==> src/hdl/crse_pkg.sv <==
`timescale 1ns / 1ps
`default_nettype none

package crse_pkg;

	localparam int MAX_POINTS  = 64;
	localparam int IDX_W       = 6;
	localparam int BANKS       = 4;
	localparam int BANK_SEL_W  = 2;
	localparam int BANK_DEPTH  = MAX_POINTS / BANKS;
	localparam int BANK_AW     = 4;
	localparam int COORD_W     = 16;
	localparam int ENTRY_W     = 2 * COORD_W;
	localparam int T_FRAC_BITS = 16;
	localparam int T_W         = 17;
	localparam int TT_W        = 18;
	localparam int TTT_W       = 19;
	localparam int WGT_W       = 24;
	localparam int PROD_W      = COORD_W + WGT_W;
	localparam int SUM_W       = PROD_W + 2;
	localparam int RES_W       = 24;
	localparam int CNT_W       = 7;

	typedef enum logic [1:0] {
		OP_WRITE = 2'd0,
		OP_POINT = 2'd1,
		OP_GRAD  = 2'd2,
		OP_NONE  = 2'd3
	} op_t;

	localparam logic [0:0] REG_POINT_COUNT = 1'b0;

endpackage

`default_nettype wire

==> src/hdl/crse_bank.sv <==
`timescale 1ns / 1ps
`default_nettype none

module crse_bank (
	input  wire logic                          clk,
	input  wire logic                          we,
	input  wire logic [crse_pkg::BANK_AW-1:0]  waddr,
	input  wire logic [crse_pkg::ENTRY_W-1:0]  wdata,
	input  wire logic                          re,
	input  wire logic [crse_pkg::BANK_AW-1:0]  raddr,
	output logic      [crse_pkg::ENTRY_W-1:0]  rdata
);
	import crse_pkg::*;

	logic [ENTRY_W-1:0] mem [BANK_DEPTH];

	always_ff @(posedge clk) begin
		if (we) begin
			mem[waddr] <= wdata;
		end
	end

	always_ff @(posedge clk) begin
		if (re) begin
			rdata <= mem[raddr];
		end
	end

endmodule

`default_nettype wire

==> config.mk <==
export PLATFORM = sky130hd
export DESIGN_NAME = crse_bank
export DESIGN_NICKNAME = d
export VERILOG_FILES = /design/src/hdl/crse_pkg.sv /design/src/hdl/crse_bank.sv
export SDC_FILE = /design/constraint.sdc
export NUM_CORES = 1
export LEC_CHECK = 0
export ABC_AREA = 1
export ABC_CLOCK_PERIOD_IN_PS = 2100
export BUFFER_PORTS_ARGS = -buffer_cell sky130_fd_sc_hd__buf_4
export CORE_MARGIN = 4
export CORE_UTILIZATION = 45
export DETAILED_ROUTE_END_ITERATION = 10
export HOLD_SLACK_MARGIN = 0.1
export SLEW_MARGIN = 10
export SYNTH_ARGS = -nofsm -noshare
export SYNTH_HDL_FRONTEND = slang
export SYNTH_SLANG_ARGS = --single-unit
==> constraint.sdc <==
create_clock -name clk -period 2.1 [get_ports clk]
set_clock_uncertainty 0.1 [all_clocks]
set_input_delay 0.105 -clock clk [delete_from_list [all_inputs] [get_ports clk]]
set_output_delay 0.105 -clock clk [all_outputs]
set_load 0.1 [all_outputs]
== Yosys cells after proc, flatten, opt, wreduce, memory -nomap -nowiden ==
Memories as Yosys holds them, arrays and structs flattened. A register that Yosys moved wholly into a read port is not among the register bits.
Index checks and enable logic that the tools add are counted.

* Mux-type cells: 2

{| class="wikitable"
|+ Operators by type and width
! cell !! count
|-
| two-way mux 1 bit || 2
|}

* Register bits: 0
* Memory bits (writable): 512
* Bits of input ports: 43
* Output and inout port bits: 32
* Word-level logic and storage cells: 3
* Memories kept: 1

{| class="wikitable"
|+ Memory list
! memory !! words !! bits a word !! rd ports !! clocked after Yosys merged registers in !! write ports !! line !! RTL
|-
| mem || 16 || 32 || 1 || 1 || 1 || crse_bank.sv:15 || <nowiki>logic [ENTRY_W-1:0] mem [BANK_DEPTH];</nowiki>
|}

== Longest topological paths before layout ==
* Depth after elaboration: 2
* Depth in mapped cells: 10
* Mapped depth without buffers: 7

== Least setup slack after synthesis ==
OpenSTA, ideal clock, no wires.

* Path type: in2reg
* From: input waddr[2] in the netlist's numbering
* To: memory mem[10][0] in the netlist's numbering (enable)
* Library setup time: 421 ps
* Arrival time: 1677 ps
* Required time: 1579 ps
* Path slack: -98 ps
* Cell stages on the path: 2
* Path buffers: 0
* Cells stage by stage: nand3b_1 -> nor2_1

{| class="wikitable"
|+ RTL lines
! what !! line !! RTL
|-
| start: declaration || crse_bank.sv:7 || <nowiki>input wire logic [crse_pkg::BANK_AW-1:0] waddr,</nowiki>
|-
| end: declaration || crse_bank.sv:15 ||
|}

No word-level cell before the write port.

==> flow_metrics.py <==
metrics = {
    "status": {
        "status": "complete, no violations",
    },
    "timing": {
        "hold_ws_ns": 0.1079,
        "setup_ws_ns": 0.4279,
        "period_needed_ns": 1.672,
        "worst_pin_slew_ns": 0.7139,
        "rsz0062_at_grt": "no",
        "setup_violations": 0,
        "max_freq_mhz": 598.0,
        "min_period_over_period_pct": 79.63,
        "slew_headroom_pct": 52.41,
        "drv_slew": 0,
        "hold_violations": 0,
    },
    "finish": {
        "nFillCells": 4322,
        "drive_above_1_share_pct": 9.675,
        "final_common_cell": "nand2_1",
        "area_growth_pct": 16.27,
        "fin_util_pct": 53.20,
        "fin_nets": 2271,
        "antenna_cells": 0,
        "final_cell_mix": "677 x nand2_1, 544 x edfxtp_1, 386 x inv_1",
    },
    "job": {
        "max_cap_violations": 0,
    },
    "cts": {
        "cts_tree": "yes",
        "cts_resized": 0,
        "cts_sinks": 544,
        "root_buffer": "clkbuf_16",
        "clockBufferDepth": 3,
        "insertion_delay_ns": 0.60,
        "numCtsBuffers": 56,
        "path_clk_slew_ns": 0.06,
        "cts.htree.levels": 2,
    },
    "placement": {
        "port_buffers": 74,
        "gp_congestion": 0.7534,
        "hpwl_um": 26990,
        "pre_cts_ws_ns": 0.4231,
    },
    "yosys": {
        "synthCells": 2120,
        "yosys_warnings": 0,
        "synthesis.area_um2": 23050,
        "syn_nets": 2163,
        "yosysUniqueCellTypes": 14,
        "ys_ff_latch": 544,
        "ys_seq_area_share_pct": 70.87,
        "avgSynthCellArea_um2": 10.87,
    },
    "global_route": {
        "grt_pass1_vias": 14530,
        "grtUsageTotal_pct": 20.00,
        "grt-ovfl-total": 0,
        "antenna_found_initial": 0,
        "grt_first_pass_wirelength_um": 83500,
        "grt_max_degree": 116,
    },
    "floorplan": {
        "coreArea_um2": 50380,
        "io_pins": 75,
        "row_count": 82,
        "die_w_um": 234.3,
        "die_h_um": 234.3,
        "die_area_um2": 54910,
        "start_util_pct": 45.76,
    },
    "setup_path": {
        "crit_required_ns": 2.35,
        "cp-start-kind": "flip-flop",
        "critPathKind": "flip-flop to flip-flop",
        "critical_path_peak_fanout": 1,
        "arrival_ns": 1.92,
        "end_kind": "flip-flop",
    },
    "routing": {
        "drtIter0Drc": 1289,
        "wirelength_um": 54440,
        "antenna_left": 0,
        "drc_errors": 0,
        "wl_per_cell_um": 18.48,
        "vias": 14860,
        "avgViaCountPerCell": 5.043,
        "dr.pass1.iters": 5,
    },
    "worst_hold_path": {
        "min_path_type": "input pin to flip-flop",
    },
    "power": {
        "irDropWorstVdd_v": 0.0006657,
        "power.density_nw_per_um2": 907.0,
        "leakage_nw": 11.25,
    },
}
-- synth_stat cells --
library cell | instances | area [um2]
inv_4 | 1 | 6.260
buf_2 | 41 | 205.2
nor2_1 | 17 | 63.81
clkbuf_1 | 14 | 52.55
nand3_1 | 385 | 1927
buf_1 | 14 | 52.55
inv_2 | 1 | 3.750
nand3b_1 | 2 | 15.01
buf_6 | 29 | 326.6
buf_12 | 1 | 20.02
nand2_1 | 677 | 2541
buf_4 | 6 | 45.04
inv_1 | 388 | 1456
edfxtp_1 | 544 | 16340
-- stage by stage --
stage / area [um2] / power, mW / TNS (ns) / instances
CTS: 26800 / 24.51 / 0 / 2946
floorplan: 23070 / 13.73 / -31.15 / 2120
finish: 26800 / 24.31 / 0 / 2946
detailed placement: 24570 / 14.37 / 0 / 2807
global placement: 24570 / 14.34 / 0 / 2807
global route: 26800 / 25.11 / 0 / 2946
-- cell families (layout without fill, tap and decap cells) --
family                 count (synthesis)  count (layout)  synth area share [%]
and+or+nand+nor                     1081            1081                 19.73
DFF                                  544             544                 70.87
buffers and inverters                495             649                 9.407
-- what timing repair did --
action / CTS / global route
hold buffers: 35 / 0
endpoints found under the hold margin: 556 / 0
buffers inserted: 0 / 0
-- report_power, final --
part | total, mW | switching [mW] | internal [mW]
Combinational | 1.88 | 1.37 | 0.514
Clock | 10.1 | 4.06 | 6.06
Sequential | 12.3 | 0.0696 | 12.2
-- worst paths after layout --
kind | startpoint | to | slack (ns) | depth (start not counted)
hold / removal | raddr[2] | rdata[1] | 0.11 | 5
setup reg to reg | mem[9][25] | rdata[25] | 0.43 | 7
setup / recovery | mem[9][25] | rdata[25] | 0.43 | 7
hold reg to reg | mem[10][15] | rdata[15] | 0.63 | 6
-- state kept, by name, indices dropped and copies added, names as in the netlist --
register / count
mem: 512
rdata: 32
-- area by class of cell --
class	count	area, um2	share of cell area, %
Timing Repair Buffer	155	1608	5.999
Tap cell	672	840.8	3.137
Inverter	390	1471	5.490
Clock inverter	37	414.1	1.545
Sequential cell	544	16340	60.95
Multi-Input combinational cell	1081	4667	17.41
Clock buffer	67	1464	5.462
-- routing by layer --
metal	up-vias	share of wire, %	wire length, um	track usage (%)
li1	7085	-	-	-
met1	7263	44	23800	27.31
met2	424	49	26480	34.12
met3	84	5.7	3122	3.134
met4	0	1.9	1039	4.540
met5	-	0	0	0
-- worst max-delay path: stages (launching register included) --
cell and delay, ns:
edfxtp_1 0.36, inv_1 0.06, nand2_1 0.04, nand3_1 0.10, nand3_1 0.08, nand3_1 0.10
dlygate4sd3_1 0.55, nand2_1 0.05
No activity file was read; power rests on OpenSTA's default activity.
